==> src/hw/rtl/cbfd_pkg.sv <==
// shared constants and types for the cubic bezier forward-difference evaluator
package cbfd_pkg;

	localparam int MAX_RESOLUTION = 64;
	localparam int COORD_WIDTH    = 32;
	localparam int ACC_FRAC       = 16;

	localparam int RES_W = 7;
	localparam logic [RES_W-1:0] RES_RESET = 7'd12;

	localparam int APB_AW = 3;
	localparam int APB_DW = 32;

	// word index of the resolution register (paddr[2])
	localparam logic REG_RESOLUTION = 1'b0;

	typedef enum logic [2:0] {
		ST_IDLE,
		ST_PREP,
		ST_NUM,
		ST_XFORM,
		ST_LAUNCH,
		ST_DIV,
		ST_STORE,
		ST_EMIT
	} state_t;

	// difference terms in the order they are divided
	typedef enum logic [1:0] {
		TERM_CUBIC,
		TERM_QUAD,
		TERM_LINEAR
	} term_t;

endpackage

==> src/hw/rtl/cbfd_apb.sv <==
// apb register block holding the resolution register
module cbfd_apb (
	input  logic                          clk,
	input  logic                          arst_n,
	input  logic                          psel,
	input  logic                          penable,
	input  logic                          pwrite,
	input  logic [cbfd_pkg::APB_AW-1:0]   paddr,
	input  logic [cbfd_pkg::APB_DW-1:0]   pwdata,
	output logic [cbfd_pkg::APB_DW-1:0]   prdata,
	output logic                          pready,
	output logic [cbfd_pkg::RES_W-1:0]    resolution
);

	logic [cbfd_pkg::RES_W-1:0] res_q;
	logic                       hit;

	assign pready     = 1'b1;
	assign hit        = (paddr[2] == cbfd_pkg::REG_RESOLUTION);
	assign resolution = res_q;

	always_ff @(posedge clk or negedge arst_n) begin
		if (!arst_n) begin
			res_q <= cbfd_pkg::RES_RESET;
		end else if (psel && penable && pwrite && pready && hit) begin
			res_q <= pwdata[cbfd_pkg::RES_W-1:0];
		end
	end

	always_comb begin
		prdata = '0;
		if (hit) begin
			prdata[cbfd_pkg::RES_W-1:0] = res_q;
		end
	end

endmodule

==> src/hw/rtl/cbfd_div.sv <==
// restoring unsigned divider, one quotient bit per cycle
module cbfd_div #(
	parameter int DIVIDEND_W = 52,
	parameter int DIVISOR_W  = 19
) (
	input  logic                  clk,
	input  logic                  arst_n,
	input  logic                  start,
	input  logic [DIVIDEND_W-1:0] dividend,
	input  logic [DIVISOR_W-1:0]  divisor,
	output logic                  done,
	output logic [DIVIDEND_W-1:0] quotient
);

	localparam int CNT_W = $clog2(DIVIDEND_W);

	logic                  busy_q;
	logic                  done_q;
	logic [CNT_W-1:0]      cnt_q;
	logic [DIVISOR_W-1:0]  rem_q;
	logic [DIVISOR_W-1:0]  den_q;
	logic [DIVIDEND_W-1:0] quo_q;

	logic [DIVISOR_W:0]    trial;
	logic [DIVISOR_W:0]    diff;
	logic                  ge;
	logic [DIVISOR_W-1:0]  rem_next;

	always_comb begin
		trial    = {rem_q, quo_q[DIVIDEND_W-1]};
		diff     = trial - {1'b0, den_q};
		ge       = (trial >= {1'b0, den_q});
		rem_next = ge ? diff[DIVISOR_W-1:0] : trial[DIVISOR_W-1:0];
	end

	always_ff @(posedge clk or negedge arst_n) begin
		if (!arst_n) begin
			busy_q <= 1'b0;
			done_q <= 1'b0;
			cnt_q  <= '0;
		end else begin
			done_q <= 1'b0;
			if (start) begin
				busy_q <= 1'b1;
				cnt_q  <= '0;
			end else if (busy_q) begin
				cnt_q <= cnt_q + 1'b1;
				if (cnt_q == CNT_W'(DIVIDEND_W - 1)) begin
					busy_q <= 1'b0;
					done_q <= 1'b1;
				end
			end
		end
	end

	// dividend bits shift out at the top while quotient bits enter at the bottom
	always_ff @(posedge clk) begin
		if (start) begin
			quo_q <= dividend;
			rem_q <= '0;
			den_q <= divisor;
		end else if (busy_q) begin
			quo_q <= {quo_q[DIVIDEND_W-2:0], ge};
			rem_q <= rem_next;
		end
	end

	assign done     = done_q;
	assign quotient = quo_q;

endmodule

==> src/hw/rtl/cubic_bezier_forward_difference.sv <==
// cubic bezier segment evaluator: coefficient setup on a shared divider, then forward differencing
//
//  channel | handshake                        | word
//  --------+----------------------------------+------------------------------------------
//  in      | in_valid / in_stall              | p0..p3 x/y/z, signed Q16.16
//  out     | out_valid / out_stall            | point_x/y/z, last_point
//  cfg     | apb psel/penable/pwrite, paddr   | resolution at byte 0
//
// one segment runs nine scaled divisions one after another on the bit-serial divider, whose
// dividend is DIV_W = COORD_WIDTH+20 bits wide, one quotient bit per cycle, then one point per
// cycle while out is not stalled.
// in_stall stays high from acceptance until the last point is loaded into the output register.
// reset clears the sequencer, the divider control and out_valid; resolution resets to 12.
module cubic_bezier_forward_difference #(
	parameter int MAX_RESOLUTION = cbfd_pkg::MAX_RESOLUTION,
	parameter int COORD_WIDTH    = cbfd_pkg::COORD_WIDTH
) (
	input  logic                          clk,
	input  logic                          arst_n,

	input  logic                          psel,
	input  logic                          penable,
	input  logic                          pwrite,
	input  logic [cbfd_pkg::APB_AW-1:0]   paddr,
	input  logic [cbfd_pkg::APB_DW-1:0]   pwdata,
	output logic [cbfd_pkg::APB_DW-1:0]   prdata,
	output logic                          pready,

	input  logic                          in_valid,
	output logic                          in_stall,
	input  logic signed [COORD_WIDTH-1:0] p0_x,
	input  logic signed [COORD_WIDTH-1:0] p0_y,
	input  logic signed [COORD_WIDTH-1:0] p0_z,
	input  logic signed [COORD_WIDTH-1:0] p1_x,
	input  logic signed [COORD_WIDTH-1:0] p1_y,
	input  logic signed [COORD_WIDTH-1:0] p1_z,
	input  logic signed [COORD_WIDTH-1:0] p2_x,
	input  logic signed [COORD_WIDTH-1:0] p2_y,
	input  logic signed [COORD_WIDTH-1:0] p2_z,
	input  logic signed [COORD_WIDTH-1:0] p3_x,
	input  logic signed [COORD_WIDTH-1:0] p3_y,
	input  logic signed [COORD_WIDTH-1:0] p3_z,

	output logic                          out_valid,
	input  logic                          out_stall,
	output logic signed [COORD_WIDTH-1:0] point_x,
	output logic signed [COORD_WIDTH-1:0] point_y,
	output logic signed [COORD_WIDTH-1:0] point_z,
	output logic                          last_point
);

	localparam int ACC_FRAC = cbfd_pkg::ACC_FRAC;
	localparam int ACC_W    = COORD_WIDTH + ACC_FRAC;
	localparam int EXT      = 4;
	localparam int NUM_W    = COORD_WIDTH + EXT;
	localparam int DIV_W    = NUM_W + ACC_FRAC;
	localparam int X_W      = DIV_W + 1;
	localparam int N_W      = $clog2(MAX_RESOLUTION + 1);
	localparam int N2_W     = $clog2(MAX_RESOLUTION * MAX_RESOLUTION + 1);
	localparam int N3_W     = $clog2(MAX_RESOLUTION * MAX_RESOLUTION * MAX_RESOLUTION + 1);
	localparam int RES_W    = cbfd_pkg::RES_W;

	// configuration
	logic [RES_W-1:0] resolution;

	cbfd_apb u_apb (
		.clk        (clk),
		.arst_n     (arst_n),
		.psel       (psel),
		.penable    (penable),
		.pwrite     (pwrite),
		.paddr      (paddr),
		.pwdata     (pwdata),
		.prdata     (prdata),
		.pready     (pready),
		.resolution (resolution)
	);

	// sequencer
	cbfd_pkg::state_t state_q, state_d;
	cbfd_pkg::term_t  term_q;
	logic [1:0]       axis_q;
	logic [N_W-1:0]   cnt_q;

	logic in_accept;
	logic div_start;
	logic div_done;
	logic emit_load;
	logic emit_last;

	// segment registers
	logic [COORD_WIDTH-1:0] pin_q [0:3][0:2];
	logic [N_W-1:0]         n_q;
	logic [N2_W-1:0]        n2_q;
	logic [N3_W-1:0]        n3_q;
	logic signed [NUM_W-1:0] num_q;
	logic [X_W-1:0]         x_q;
	logic                   neg_q;
	logic [ACC_W-1:0]       rt_q;

	logic [ACC_W-1:0] q0_q [0:2];
	logic [ACC_W-1:0] q1_q [0:2];
	logic [ACC_W-1:0] q2_q [0:2];
	logic [ACC_W-1:0] q3_q [0:2];

	logic                   out_valid_q;
	logic [COORD_WIDTH-1:0] pt_q [0:2];
	logic                   last_q;

	// resolution clamp, square and cube
	logic [N_W-1:0]      n_clamp;
	logic [2*N_W-1:0]    n_sq;
	logic [N2_W+N_W-1:0] n_cube;

	always_comb begin
		if (resolution == '0) begin
			n_clamp = N_W'(1);
		end else if (resolution > RES_W'(MAX_RESOLUTION)) begin
			n_clamp = N_W'(MAX_RESOLUTION);
		end else begin
			n_clamp = resolution[N_W-1:0];
		end
		n_sq   = n_clamp * n_clamp;
		n_cube = n2_q * n_q;
	end

	// divisor for the current term
	logic [N3_W-1:0] den_sel;

	always_comb begin
		case (term_q)
			cbfd_pkg::TERM_CUBIC:  den_sel = n3_q;
			cbfd_pkg::TERM_QUAD:   den_sel = {{(N3_W-N2_W){1'b0}}, n2_q};
			cbfd_pkg::TERM_LINEAR: den_sel = {{(N3_W-N_W){1'b0}}, n_q};
			default:               den_sel = n3_q;
		endcase
	end

	// numerators a, b, c for the current axis
	logic signed [NUM_W-1:0] p0e, p1e, p2e, p3e;
	logic signed [NUM_W-1:0] d10, d12, t_b, num_a, num_b, num_c, num_sel;

	always_comb begin
		p0e   = {{EXT{pin_q[0][axis_q][COORD_WIDTH-1]}}, pin_q[0][axis_q]};
		p1e   = {{EXT{pin_q[1][axis_q][COORD_WIDTH-1]}}, pin_q[1][axis_q]};
		p2e   = {{EXT{pin_q[2][axis_q][COORD_WIDTH-1]}}, pin_q[2][axis_q]};
		p3e   = {{EXT{pin_q[3][axis_q][COORD_WIDTH-1]}}, pin_q[3][axis_q]};
		d10   = p1e - p0e;
		d12   = p1e - p2e;
		t_b   = p0e - (p1e <<< 1) + p2e;
		num_a = (d10 <<< 1) + d10;
		num_b = (t_b <<< 1) + t_b;
		num_c = p3e - p0e + (d12 <<< 1) + d12;
		case (term_q)
			cbfd_pkg::TERM_CUBIC:  num_sel = num_c;
			cbfd_pkg::TERM_QUAD:   num_sel = num_b;
			cbfd_pkg::TERM_LINEAR: num_sel = num_a;
			default:               num_sel = num_c;
		endcase
	end

	// floor((num*2^frac + floor(d/2)) / d), negative side via the magnitude with a ceiling offset
	logic [X_W-1:0] x_next;
	logic [X_W-1:0] den_ext;
	logic [X_W-1:0] u_full;

	always_comb begin
		den_ext = {{(X_W-N3_W){1'b0}}, den_sel};
		x_next  = {num_q[NUM_W-1], num_q, {ACC_FRAC{1'b0}}} + (den_ext >> 1);
		u_full  = x_q[X_W-1] ? (den_ext - X_W'(1) - x_q) : x_q;
	end

	logic [DIV_W-1:0] quotient;

	cbfd_div #(
		.DIVIDEND_W (DIV_W),
		.DIVISOR_W  (N3_W)
	) u_div (
		.clk      (clk),
		.arst_n   (arst_n),
		.start    (div_start),
		.dividend (u_full[DIV_W-1:0]),
		.divisor  (den_sel),
		.done     (div_done),
		.quotient (quotient)
	);

	// next state and strobes
	assign in_accept = in_valid && !in_stall;
	assign in_stall  = (state_q != cbfd_pkg::ST_IDLE);
	assign emit_last = (cnt_q == n_q - N_W'(1));

	always_comb begin
		state_d   = state_q;
		div_start = 1'b0;
		emit_load = 1'b0;
		case (state_q)
			cbfd_pkg::ST_IDLE: begin
				if (in_valid) begin
					state_d = cbfd_pkg::ST_PREP;
				end
			end
			cbfd_pkg::ST_PREP:   state_d = cbfd_pkg::ST_NUM;
			cbfd_pkg::ST_NUM:    state_d = cbfd_pkg::ST_XFORM;
			cbfd_pkg::ST_XFORM:  state_d = cbfd_pkg::ST_LAUNCH;
			cbfd_pkg::ST_LAUNCH: begin
				div_start = 1'b1;
				state_d   = cbfd_pkg::ST_DIV;
			end
			cbfd_pkg::ST_DIV: begin
				if (div_done) begin
					state_d = cbfd_pkg::ST_STORE;
				end
			end
			cbfd_pkg::ST_STORE: begin
				if (term_q == cbfd_pkg::TERM_LINEAR && axis_q == 2'd2) begin
					state_d = cbfd_pkg::ST_EMIT;
				end else begin
					state_d = cbfd_pkg::ST_NUM;
				end
			end
			cbfd_pkg::ST_EMIT: begin
				if (!out_valid_q || !out_stall) begin
					emit_load = 1'b1;
					if (emit_last) begin
						state_d = cbfd_pkg::ST_IDLE;
					end
				end
			end
			default: state_d = cbfd_pkg::ST_IDLE;
		endcase
	end

	always_ff @(posedge clk or negedge arst_n) begin
		if (!arst_n) begin
			state_q <= cbfd_pkg::ST_IDLE;
		end else begin
			state_q <= state_d;
		end
	end

	always_ff @(posedge clk or negedge arst_n) begin
		if (!arst_n) begin
			term_q <= cbfd_pkg::TERM_CUBIC;
			axis_q <= '0;
			cnt_q  <= '0;
		end else begin
			case (state_q)
				cbfd_pkg::ST_PREP: begin
					term_q <= cbfd_pkg::TERM_CUBIC;
					axis_q <= '0;
					cnt_q  <= '0;
				end
				cbfd_pkg::ST_STORE: begin
					case (term_q)
						cbfd_pkg::TERM_CUBIC: term_q <= cbfd_pkg::TERM_QUAD;
						cbfd_pkg::TERM_QUAD:  term_q <= cbfd_pkg::TERM_LINEAR;
						default: begin
							term_q <= cbfd_pkg::TERM_CUBIC;
							if (axis_q != 2'd2) begin
								axis_q <= axis_q + 2'd1;
							end
						end
					endcase
				end
				cbfd_pkg::ST_EMIT: begin
					if (emit_load) begin
						cnt_q <= cnt_q + N_W'(1);
					end
				end
				default: begin
				end
			endcase
		end
	end

	// setup datapath
	always_ff @(posedge clk) begin
		if (in_accept) begin
			pin_q[0][0] <= p0_x;
			pin_q[0][1] <= p0_y;
			pin_q[0][2] <= p0_z;
			pin_q[1][0] <= p1_x;
			pin_q[1][1] <= p1_y;
			pin_q[1][2] <= p1_z;
			pin_q[2][0] <= p2_x;
			pin_q[2][1] <= p2_y;
			pin_q[2][2] <= p2_z;
			pin_q[3][0] <= p3_x;
			pin_q[3][1] <= p3_y;
			pin_q[3][2] <= p3_z;
			n_q         <= n_clamp;
			n2_q        <= n_sq[N2_W-1:0];
		end
		if (state_q == cbfd_pkg::ST_PREP) begin
			n3_q <= n_cube[N3_W-1:0];
		end
		if (state_q == cbfd_pkg::ST_NUM) begin
			num_q <= num_sel;
		end
		if (state_q == cbfd_pkg::ST_XFORM) begin
			x_q <= x_next;
		end
		if (state_q == cbfd_pkg::ST_LAUNCH) begin
			neg_q <= x_q[X_W-1];
		end
		if (state_q == cbfd_pkg::ST_DIV && div_done) begin
			rt_q <= neg_q ? (~quotient[ACC_W-1:0] + ACC_W'(1)) : quotient[ACC_W-1:0];
		end
	end

	// difference accumulators, one lane per axis
	logic [ACC_W-1:0] rt_x6;
	assign rt_x6 = (rt_q << 2) + (rt_q << 1);

	always_ff @(posedge clk) begin
		for (int a = 0; a < 3; a++) begin
			if (state_q == cbfd_pkg::ST_PREP) begin
				q0_q[a] <= {pin_q[0][a], {ACC_FRAC{1'b0}}};
			end else if (state_q == cbfd_pkg::ST_STORE && axis_q == 2'(a)) begin
				case (term_q)
					cbfd_pkg::TERM_CUBIC: begin
						q1_q[a] <= rt_q;
						q2_q[a] <= rt_x6;
						q3_q[a] <= rt_x6;
					end
					cbfd_pkg::TERM_QUAD: begin
						q1_q[a] <= q1_q[a] + rt_q;
						q2_q[a] <= q2_q[a] + (rt_q << 1);
					end
					default: begin
						q1_q[a] <= q1_q[a] + rt_q;
					end
				endcase
			end else if (emit_load) begin
				q0_q[a] <= q0_q[a] + q1_q[a];
				q1_q[a] <= q1_q[a] + q2_q[a];
				q2_q[a] <= q2_q[a] + q3_q[a];
			end
		end
	end

	// output register
	logic [ACC_W-1:0] rnd [0:2];

	always_comb begin
		for (int a = 0; a < 3; a++) begin
			rnd[a] = q0_q[a] + (ACC_W'(1) << (ACC_FRAC - 1));
		end
	end

	always_ff @(posedge clk) begin
		if (emit_load) begin
			for (int a = 0; a < 3; a++) begin
				pt_q[a] <= rnd[a][ACC_W-1:ACC_FRAC];
			end
			last_q <= emit_last;
		end
	end

	always_ff @(posedge clk or negedge arst_n) begin
		if (!arst_n) begin
			out_valid_q <= 1'b0;
		end else if (emit_load) begin
			out_valid_q <= 1'b1;
		end else if (!out_stall) begin
			out_valid_q <= 1'b0;
		end
	end

	assign out_valid  = out_valid_q;
	assign point_x    = pt_q[0];
	assign point_y    = pt_q[1];
	assign point_z    = pt_q[2];
	assign last_point = last_q;

	// checks
	a_done_in_div: assert property (@(posedge clk) disable iff (!arst_n)
		div_done |-> state_q == cbfd_pkg::ST_DIV)
		else $error("divider finished outside the wait state");

	a_emit_count: assert property (@(posedge clk) disable iff (!arst_n)
		state_q == cbfd_pkg::ST_EMIT |-> cnt_q < n_q)
		else $error("point count ran past resolution");

	a_last_word: assert property (@(posedge clk) disable iff (!arst_n)
		(emit_load && emit_last) |=> (state_q == cbfd_pkg::ST_IDLE && out_valid && last_point))
		else $error("final point not flagged or sequencer not back to idle");

	a_n_clamped: assert property (@(posedge clk) disable iff (!arst_n)
		state_q != cbfd_pkg::ST_IDLE |-> (n_q != '0 && n_q <= N_W'(MAX_RESOLUTION)))
		else $error("segment resolution out of range");

endmodule

==> config.mk <==
export PLATFORM = sky130hd
export DESIGN_NAME = cubic_bezier_forward_difference
export DESIGN_NICKNAME = d
export VERILOG_FILES = /design/src/hw/rtl/cbfd_pkg.sv /design/src/hw/rtl/cbfd_apb.sv /design/src/hw/rtl/cbfd_div.sv /design/src/hw/rtl/cubic_bezier_forward_difference.sv
export SDC_FILE = /design/constraint.sdc
export NUM_CORES = 2
export LEC_CHECK = 0
export BUFFER_PORTS_ARGS = -buffer_cell sky130_fd_sc_hd__buf_2
export CAP_MARGIN = 10
export CORE_MARGIN = 2
export CORE_UTILIZATION = 55
export DETAILED_ROUTE_END_ITERATION = 10
export GPL_ROUTABILITY_DRIVEN = 0
export PLACE_DENSITY = 0.75
export SETUP_SLACK_MARGIN = 0.02
export SYNTH_ARGS = -nofsm -noshare
export SYNTH_HDL_FRONTEND = slang
export SYNTH_HIERARCHICAL = 1
export SYNTH_SLANG_ARGS = --single-unit
==> constraint.sdc <==
create_clock -name clk -period 23.3 [get_ports clk]
set_input_delay 1.165 -clock clk [delete_from_list [all_inputs] [get_ports clk]]
set_output_delay 1.165 -clock clk [all_outputs]
set_load 0.03 [all_outputs]
==> flow_summary_export.csv <==
group,metric,value,unit
layout,instances_no_fill,14533,
detailed_routing,vias_per_cell,6.28,
clock_tree,htreeDepth,4,
logic_synthesis,synth_top_cell_by_area,"edfxtp_1",
placed_design,placed_cells,14202,
worst_setup_path,worst_setup_path_start_kind,"flip-flop",
timing,fmax,98.3,MHz
timing,slew_headroom,0.125,
worst_setup_path,cp_slowest_cell,"dfrtp_4",
detailed_routing,wl,325000,um
worst_setup_path,crit_path_end_kind,"flip-flop",
logic_synthesis,synth-seq-cells,1346,
grt,grt_overflow,0,
floorplanning,die_area,200000,um^2
timing,period_minus_slack,10.17,ns
floorplanning,rows,162,
clock_tree,clk-insertion-delay-late,0.82,ns
logic_synthesis,synth.distinct_cells,106,
worst_setup_path,crit_arrival,10.76,ns
logic_synthesis,yosysSeqAreaShare,0.372,
detailed_routing,antenna_left,0,
layout,area_delta_synth_final,9.72,%
placed_design,port_buffers,504,
worst_setup_path,critPathRequiredTime,23.89,ns
clock_tree,post-cts-setup-buffers,0,
timing,tns,0,ns
placed_design,dpl.hpwl,251000,um
worst_setup_path,critPathMaxFanout,65,
detailed_routing,via_count,91224,
detailed_routing,drt_drc_violations_left,0,
layout,fillers,16083,
placed_design,postPlaceCellArea,113000,um^2
detailed_routing,first_iter_violations,9081,
clock_tree,cts-hold-fix-buffers,0,
timing,grt_setup_unrepaired,"no",
grt,grt_antenna_before_repair,44,
timing,tightest_slew,1.31,ns
timing,timing_hold_violations_final,0,
grt,grt_max_degree,205,
floorplanning,fp.dieW,447,um
clock_tree,cts-resized-gates,0,
run,maxCapViolCount,0,
grt,first_global_vias,88151,
outcome,outcome,"completed",
logic_synthesis,ys_async_sr_fraction,0.0223,
layout,final_layout_size_suffix_gt1_frac,0.0870,
clock_tree,clk_pin_slew,0.06,ns
timing,fin_crit_sh,0.436,
clock_tree,cts_root_buf,"clkbuf_16",
detailed_routing,routedWlPerCell,22.4,um
logic_synthesis,yosysMostFrequentCell,"edfxtp_1",
timing,final_max_slew_viol_count,0,
logic_synthesis,yosysWarnings,6,
floorplanning,die_h,447,um
logic_synthesis,synthTopCellsByArea,"edfxtp_1 36%, ha_1 12%, xnor2_1 5.2%",
logic_synthesis,syn_inst,11344,
logic_synthesis,synth_common_cells,"1297 x edfxtp_1, 1151 x nand2_1, 1071 x a21oi_1",
logic_synthesis,synth_area_per_cell,9.50,um^2
worst_setup_path,crit_top_cell,"inv_1",
timing,finalClockSkew,0.0376,ns
floorplanning,start_util,0.553,
clock_tree,cts.sinks,1346,
logic_synthesis,synth_top_area_share,0.361,
grt,grt_first_pass_wirelength,491000,um
grt,track_usage,0.315,
timing,setup_viol,0,
logic_synthesis,synth_area,108000,um^2
logic_synthesis,synth-main-ff-cell,"edfxtp_1",
logic_synthesis,synth_edf_count,1297,
floorplanning,io_pins,558,
worst_setup_path,critPathKind,"reg2reg",
floorplanning,fp.coreArea,195000,um^2
clock_tree,clk_path_buf_depth,3,
clock_tree,cts_tree,"yes",
hold_path,hp-class,"reg2reg",
layout,nets,13340,
worst_setup_path,critPathMaxStageDelay,0.83,ns
layout,stdcell_area,118000,um^2
timing,hold_slack,0.500,ns
clock_tree,cts_buffers,154,
detailed_routing,drt_first_pass_iters,9,
cell type report:
cell class,count,area [um^2],area share
repair buffers,589,3220,0.0273
clock inverters,95,1050,0.00885
multi-input cells,9017,64100,0.542
well taps,2624,3280,0.0278
diodes,45,113,0.000952
flip-flops and latches,1346,40100,0.339
inverters,627,2360,0.0200
clock buffers,190,4070,0.0344
worst max-delay path: cells and delay by family (launching register included):
kind                       cells  cell delay, ns
DFF                            1            0.83
buffers and inverters          7            1.59
AOI/OAI and AO/OA             18            5.02
adders and majority gates      4            1.87
xor gates and xnor gates       1            0.18
and+or+nand+nor                3            0.41
per-stage QoR:
step / util / setup slack (ns)
floorplan: - / 4.29
global placement: 0.580 / 13.32
detailed placement: 0.580 / 13.23
CTS: 0.606 / 13.15
global route: 0.607 / 12.57
finish: 0.607 / 13.13
metal layers:
layer | routed length [um] | global-route usage | share of wire
met3 | 24600 | 0.0544 | 0.075
met4 | 28500 | 0.240 | 0.088
met1 | 122000 | 0.373 | 0.38
met5 | 96 | 0 | 0.00030
met2 | 150000 | 0.510 | 0.46
cells in the final DEF (no fill, tap or decap), types with 57 or more instances in the layout:
master | Yosys | routed
a31oi_1 | 115 | 114
a21o_1 | 548 | 548
and3_1 | 122 | 120
fa_1 | 182 | 182
nand2b_1 | 116 | 114
buf_4 | 30 | 80
o211ai_1 | 57 | 57
edfxtp_1 | 1297 | 1297
ha_1 | 997 | 996
a211oi_1 | 167 | 167
nor2_1 | 787 | 779
nand2_1 | 1151 | 1143
xor2_1 | 384 | 384
o21bai_1 | 137 | 137
clkbuf_16 | 0 | 157
buf_2 | 8 | 504
mux2_2 | 68 | 68
o21ai_0 | 691 | 689
mux2i_1 | 157 | 157
nand4_1 | 141 | 141
o31ai_1 | 73 | 73
nor2b_1 | 144 | 144
xnor2_1 | 635 | 635
a21oi_1 | 1071 | 1065
o21a_1 | 113 | 113
nor3_1 | 148 | 146
nand3_1 | 197 | 195
inv_1 | 625 | 623
and2_1 | 82 | 82
final timing paths:
| kind | cells past startpoint | to | from | slack, ns |
|---|---|---|---|---|
| min | 2 | u_div/rem_q[4] | u_div/rem_q[4] | 0.50 |
| min in group asynchronous | 1 | state_q[0] | arst_n | 0.52 |
| min reg2reg | 2 | u_div/rem_q[4] | u_div/rem_q[4] | 0.50 |
| max | 33 | num_q[35] | axis_q[0] | 13.13 |
| max reg2reg | 33 | num_q[35] | axis_q[0] | 13.13 |
| max in group asynchronous | 1 | axis_q[0] | arst_n | 22.07 |
cells by family after synthesis:
group,after synthesis,share of synthesized area
compound gates,3438,0.203
xor+xnor,1019,0.0828
fa+ha+maj,1179,0.150
buf+inv,1013,0.0365
flops,1346,0.372
mux,225,0.0217
other cells,4,0.000139
simple gates,3120,0.135
registers in the layout, indices dropped and copies added, names as in the netlist, 2 cells and up:
name	flops
state_q	3
pin_q	384
u_apb/resolution	7
q1_q	144
axis_q	2
q3_q	141
num_q	36
n_q	7
rt_q	48
u_div/cnt_q	6
pt_q	96
u_div/den_q	19
x_q	53
q2_q	141
n3_q	19
term_q	2
cnt_q	7
q0_q	144
u_div/rem_q	19
u_div/quotient	52
n2_q	11
Power is not shown: default switching activity piles up to over one toggle a cycle in this logic, so the estimate is an artifact.
